<file path="src/rtl/clqm_pkg.sv">
// types and constants for the circular linked queue manager
// no dependencies; used by the top level and its checker
package clqm_pkg;

  localparam int POOL_SIZE = 16;
  localparam int IDX_W     = 4;
  localparam int CNT_W     = $clog2(POOL_SIZE + 1);

  typedef enum logic {
    FUNC_APPEND = 1'b0,
    FUNC_REMOVE = 1'b1
  } func_e;

  typedef enum logic [1:0] {
    ST_OK     = 2'd0,
    ST_DUP    = 2'd1,
    ST_EMPTY  = 2'd2,
    ST_ABSENT = 2'd3
  } status_e;

  typedef struct packed {
    func_e             func;
    logic [IDX_W-1:0]  elem_index;
  } req_t;

  typedef struct packed {
    status_e           status;
    logic [IDX_W-1:0]  elem_echo;
    logic [CNT_W-1:0]  size;
    logic [IDX_W-1:0]  head_index;
  } res_t;

endpackage

</file>
<file path="src/rtl/circular_linked_queue_manager.sv">
// an item accepted at one edge is worked in the next cycle and its
// result sits on res_o for the cycle after that, shown for one cycle with done_o high
// throughput: one item per cycle; busy_o stays low, each item updates at most
// two next links and two prev links in the flop arrays at the same clock edge
// reset: queue empty, head zero, no item in flight; link arrays are not cleared
// depends on clqm_pkg
module circular_linked_queue_manager (
  input  logic           clk_i,
  input  logic           rst_ni,
  input  logic           start_i,
  input  clqm_pkg::req_t req_i,
  output logic           busy_o,
  output logic           done_o,
  output clqm_pkg::res_t res_o
);
  import clqm_pkg::*;

  logic                 in_valid_q;
  req_t                 req_q;
  logic [IDX_W-1:0]     next_q [POOL_SIZE];
  logic [IDX_W-1:0]     prev_q [POOL_SIZE];
  logic [POOL_SIZE-1:0] member_q, member_d;
  logic [IDX_W-1:0]     head_q, head_d;
  logic [CNT_W-1:0]     occ_q, occ_d;
  logic                 done_q;
  res_t                 res_q;

  logic [IDX_W-1:0] e, tail, nx, pv;
  logic             in_range;
  status_e          st;
  logic             n_we0, n_we1, p_we0, p_we1;
  logic [IDX_W-1:0] n_addr0, n_addr1, p_addr0, p_addr1;
  logic [IDX_W-1:0] n_data0, n_data1, p_data0, p_data1;

  // block never stalls the sender
  assign busy_o = 1'b0;

  always_ff @(posedge clk_i or negedge rst_ni) begin
    if (!rst_ni) begin
      in_valid_q <= 1'b0;
    end else begin
      in_valid_q <= start_i && !busy_o;
    end
  end

  always_ff @(posedge clk_i) begin
    if (start_i && !busy_o) begin
      req_q <= req_i;
    end
  end

  always_comb begin
    e        = req_q.elem_index;
    in_range = CNT_W'(e) < CNT_W'(POOL_SIZE);
    tail     = prev_q[head_q];
    nx       = next_q[e];
    pv       = prev_q[e];
    st       = ST_OK;
    head_d   = head_q;
    occ_d    = occ_q;
    member_d = member_q;
    n_we0 = 1'b0; n_addr0 = e; n_data0 = e;
    n_we1 = 1'b0; n_addr1 = e; n_data1 = e;
    p_we0 = 1'b0; p_addr0 = e; p_data0 = e;
    p_we1 = 1'b0; p_addr1 = e; p_data1 = e;
    if (in_valid_q) begin
      unique case (req_q.func)
        FUNC_APPEND: begin
          priority if (!in_range) begin
            st = ST_ABSENT;
          end else if (member_q[e]) begin
            st = ST_DUP;
          end else if (occ_q == '0) begin
            // first element links to itself
            head_d      = e;
            n_we0       = 1'b1;
            p_we0       = 1'b1;
            member_d[e] = 1'b1;
            occ_d       = CNT_W'(1);
          end else begin
            // splice in between tail and head
            n_we0 = 1'b1; n_addr0 = e;      n_data0 = head_q;
            p_we0 = 1'b1; p_addr0 = e;      p_data0 = tail;
            n_we1 = 1'b1; n_addr1 = tail;   n_data1 = e;
            p_we1 = 1'b1; p_addr1 = head_q; p_data1 = e;
            member_d[e] = 1'b1;
            occ_d       = occ_q + CNT_W'(1);
          end
        end
        FUNC_REMOVE: begin
          priority if (occ_q == '0) begin
            st = ST_EMPTY;
          end else if (!in_range || !member_q[e]) begin
            st = ST_ABSENT;
          end else if (occ_q == CNT_W'(1)) begin
            member_d[e] = 1'b0;
            occ_d       = '0;
            head_d      = '0;
          end else begin
            n_we0 = 1'b1; n_addr0 = pv; n_data0 = nx;
            p_we0 = 1'b1; p_addr0 = nx; p_data0 = pv;
            if (head_q == e) begin
              head_d = nx;
            end
            member_d[e] = 1'b0;
            occ_d       = occ_q - CNT_W'(1);
          end
        end
        default: begin
          st = ST_OK;
        end
      endcase
    end
  end

  always_ff @(posedge clk_i or negedge rst_ni) begin
    if (!rst_ni) begin
      member_q <= '0;
      head_q   <= '0;
      occ_q    <= '0;
      done_q   <= 1'b0;
    end else begin
      member_q <= member_d;
      head_q   <= head_d;
      occ_q    <= occ_d;
      done_q   <= in_valid_q;
    end
  end

  // link arrays: only read for queued elements, so no reset
  always_ff @(posedge clk_i) begin
    for (int i = 0; i < POOL_SIZE; i++) begin
      if (n_we1 && n_addr1 == IDX_W'(i)) begin
        next_q[i] <= n_data1;
      end else if (n_we0 && n_addr0 == IDX_W'(i)) begin
        next_q[i] <= n_data0;
      end
      if (p_we1 && p_addr1 == IDX_W'(i)) begin
        prev_q[i] <= p_data1;
      end else if (p_we0 && p_addr0 == IDX_W'(i)) begin
        prev_q[i] <= p_data0;
      end
    end
  end

  always_ff @(posedge clk_i) begin
    if (in_valid_q) begin
      res_q.status     <= st;
      res_q.elem_echo  <= e;
      res_q.size       <= occ_d;
      res_q.head_index <= (occ_d == '0) ? '0 : head_d;
    end
  end

  assign done_o = done_q;
  assign res_o  = res_q;

endmodule

</file>
<file path="config.mk">
export PLATFORM = sky130hd
export DESIGN_NAME = circular_linked_queue_manager
export DESIGN_NICKNAME = d
export VERILOG_FILES = /design/src/rtl/clqm_pkg.sv /design/src/rtl/circular_linked_queue_manager.sv
export SDC_FILE = /design/constraint.sdc
export NUM_CORES = 1
export LEC_CHECK = 0
export BUFFER_PORTS_ARGS = -buffer_cell sky130_fd_sc_hd__buf_2
export CAP_MARGIN = 20
export CORE_MARGIN = 3
export CORE_UTILIZATION = 35
export CTS_BUF_LIST = sky130_fd_sc_hd__clkbuf_16
export DETAILED_ROUTE_END_ITERATION = 8
export HOLD_SLACK_MARGIN = 0.15
export PLACE_DENSITY_LB_ADDON = 0.2
export SLEW_MARGIN = 20
export SYNTH_ARGS = -nofsm -noshare
export SYNTH_HDL_FRONTEND = slang
export SYNTH_SLANG_ARGS = --single-unit
</file>
<file path="constraint.sdc">
create_clock -name clk_i -period 3.95 [get_ports clk_i]
set_input_delay 0.5925 -clock clk_i [delete_from_list [all_inputs] [get_ports clk_i]]
set_output_delay 0.5925 -clock clk_i [all_outputs]
set_load 0.02 [all_outputs]
</file>
==> flow_summary.yaml <==
synthesis:
  ys_types: 79
  ys_seq_area_frac: 0.4864
  syn_nets: 827
  synth_warnings: 0
  ys_ff_latch: 179
  syn_area_um2: 10690
  synth_ff_type: "edfxtp_1"
  synth_edf_count: 148
  syn_inst: 815
  async_flop_share: 0.1508
  synth.avg_cell_area_um2: 13.12
power:
  combPwrFrac: 0.327
  power_switching_mw: 2.226
  p_int_mw: 3.964
  leakage_nw: 4.058
  clockPowerShare: 0.267
  vdd_drop_max_uv: 289.8
  p_per_area_nw_per_um2: 520.6
  pwr-share-seq: 0.406
  p_sw_frac: 0.3596
clocking:
  cts_tree: "done"
  root_buffer: "clkbuf_16"
  cts_sinks: 179
  ctsResizeCount: 0
  cts_max_level: 4
  cts_hold_buffers: 0
  cts_buffer_depth: 2
  clk_pin_slew_ps: 80
  clk_latency_ps: 440
  numCtsBuffers: 17
  cts_setup_buffers: 0
global_route:
  grt_max_degree: 39
  grtUsageTotal: 0.1891
  grt_pass1_vias: 7200
  antenna_found_initial: 0
  grt_pass1_wl_um: 47300
  overflow: 0
outcome:
  status: "completed"
sta:
  period_needed_ps: 3647
  tns_ps: 0
  whs_ps: 183.0
  max_slew.worst_pin.slew_ps: 984.7
  hold_viol: 0
  max_slew_margin: 0.3435
  slew_viol_final: 0
  fin_skew_ps: 15.79
  fin_crit_sh: 0.9233
  clock.fmax_mhz: 274.2
  grt_setup_unrepaired: "false"
  setup_violations: 0
layout:
  final_nets: 845
  drive_above_1_share: 0.3794
  fin_util: 0.3980
  final_area_um2: 11890
  area_growth_syn_to_layout_pct: 11.21
  diodes: 0
min_path:
  hold_path.class: "in -> async"
route:
  drtPass1Iterations: 4
  drt_iter0_markers: 624
  routed_wl_um: 30770
  drc_errors: 0
  vias: 7267
  ant_nets: 0
  vias_per_cell: 5.879
  wl_per_cell_um: 24.90
die:
  core_region_area_um2: 29870
  die_h_um: 180.8
  io_pins: 25
  rows: 63
  die_area_um2: 32680
  die_w_um: 180.8
  initial_core_util: 0.3578
placement:
  hpwl_um: 21530
  gp_congestion: 0.8735
  port_buffers: 23
  placed_cell_area_um2: 11330
worst_setup_path:
  cp-end-kind: "register"
  path_max_fanout: 12
  cp.arrival_ps: 3850
  start_kind: "register"
  crit_type: "reg -> reg"
  crit_required_ps: 4150
flow_run:
  max-cap-violations: 0
[power by group through the flow]
stage	Clock, mW	Combinational, mW	Sequential, mW
after floorplan	0	1.44	2.46
after global placement	0	2.01	2.55
after detailed placement	0	2.02	2.55
after CTS	1.67	2.02	2.51
after global routing	1.75	2.19	2.54
final	1.65	2.03	2.51
[per-stage QoR]
stage	instances	worst slack [ps]	power [mW]
3_5_place_dp	1204	320.8	4.565
4_1_cts	1236	302.5	6.206
5_1_grt	1236	149.9	6.489
3_3_place_gp	1204	388.9	4.561
6_report	1236	303.0	6.189
2_1_floorplan	815	726.0	3.895
[path summary, 6_finish.rpt]
check / from / end / slack [ps] / depth (start not counted)
hold / removal: rst_ni / async pin / 180 / 1
min in group clk_i: req_i[4] / req_q[4] / 330 / 1
max in group asynchronous: rst_ni / async pin / 3320 / 1
setup / recovery: e[1] / prev_q[5][2] / 300 / 8
setup reg to reg: e[1] / prev_q[5][2] / 300 / 8
hold reg to reg: register / register / 490 / 2
[metal layers]
metal	vias to the layer above	track usage	wire length (um)
met4	0	0.05097	526
met5	-	0	0
met2	234	0.2946	14450
met1	3746	0.2733	14110
li1	3250	-	-
met3	37	0.03402	1689
[cells in the mapped netlist (4+ instances only)]
| cell | number | area (um2) |
|---|---|---|
| a31oi_1 | 4 | 25.02 |
| nand2_1 | 68 | 255.2 |
| buf_4 | 5 | 37.54 |
| dfxtp_1 | 4 | 80.08 |
| mux2i_1 | 10 | 100.1 |
| mux4_2 | 55 | 1239 |
| buf_2 | 12 | 60.06 |
| nor2b_1 | 12 | 75.07 |
| nand4_1 | 11 | 68.82 |
| o31ai_1 | 11 | 82.58 |
| ha_1 | 4 | 50.05 |
| nor4_1 | 4 | 25.02 |
| buf_1 | 5 | 18.77 |
| o21bai_1 | 5 | 37.54 |
| o21ai_0 | 33 | 165.2 |
| inv_1 | 12 | 45.04 |
| nor2_1 | 24 | 90.09 |
| or3_1 | 9 | 56.30 |
| a211oi_1 | 7 | 52.55 |
| o22ai_1 | 13 | 81.33 |
| nand3_1 | 22 | 110.1 |
| clkbuf_1 | 41 | 153.9 |
| edfxtp_1 | 148 | 4444 |
| xor2_1 | 5 | 43.79 |
| mux2_2 | 136 | 1531 |
| nand2b_1 | 14 | 87.58 |
| o21ai_1 | 9 | 45.04 |
| nand3b_1 | 4 | 30.03 |
| dfrtp_1 | 27 | 675.7 |
| a21oi_1 | 10 | 50.05 |
| o211ai_1 | 12 | 90.09 |
[worst max-delay path, cell delays in order (launching register included)]
cell and delay (ps):
edfxtp_1 640, mux2_2 390, or3_1 340, and4_1 290, nor4_4 340, buf_4 270, nand2_1 220, o211ai_1 510
mux2_2 390
[cell families (layout without fill, tap and decap cells)]
| logic type | after synthesis | count (layout) | synth area share |
|---|---|---|---|
| other | 1 | 1 | 0.0003508 |
| AO/OA/AOI/OAI | 146 | 146 | 0.1008 |
| multiplexers | 206 | 206 | 0.2748 |
| XOR/XNOR | 5 | 5 | 0.004096 |
| buffers and inverters | 77 | 108 | 0.03160 |
| adder cells (fa/ha/maj) | 4 | 4 | 0.004682 |
| flip-flops | 179 | 179 | 0.4864 |
| AND/OR/NAND/NOR | 197 | 197 | 0.09726 |
[cells in the final DEF (no fill, tap or decap), types with 3 or more instances in the layout]
master	count
nand2_2	3
nand3_1	22
mux4_2	55
mux2_2	136
dfxtp_1	3
nor2b_1	12
a211oi_1	7
and4_1	3
o21ai_1	9
o31ai_1	11
a221oi_1	3
a22oi_1	3
xor2_1	5
o311ai_2	3
edfxtp_1	148
or3_1	9
clkinv_4	6
o21ai_2	3
o21bai_1	5
o22ai_1	13
nand2_1	68
dfrtp_1	27
buf_2	23
a31oi_1	4
nand3b_1	4
nand2b_1	14
nor4_1	4
mux2_4	3
buf_4	39
mux2i_1	10
a21oi_1	10
nor3_1	3
inv_1	13
ha_1	4
o21ai_0	33
o211ai_1	12
nor2_1	24
clkbuf_16	18
o211ai_2	3
nand4_1	11
[final cells by class]
| type | count | area, um2 |
|---|---|---|
| clock buffers | 18 | 450.4 |
| clock inverters | 14 | 103.9 |
| fillers | 2781 | 17990 |
| inverters | 12 | 45.04 |
| multi-input cells | 559 | 5152 |
| flip-flops and latches | 179 | 5201 |
| well taps | 390 | 488.0 |
| repair buffers | 64 | 447.9 |
(Power assumes the default switching activity.)
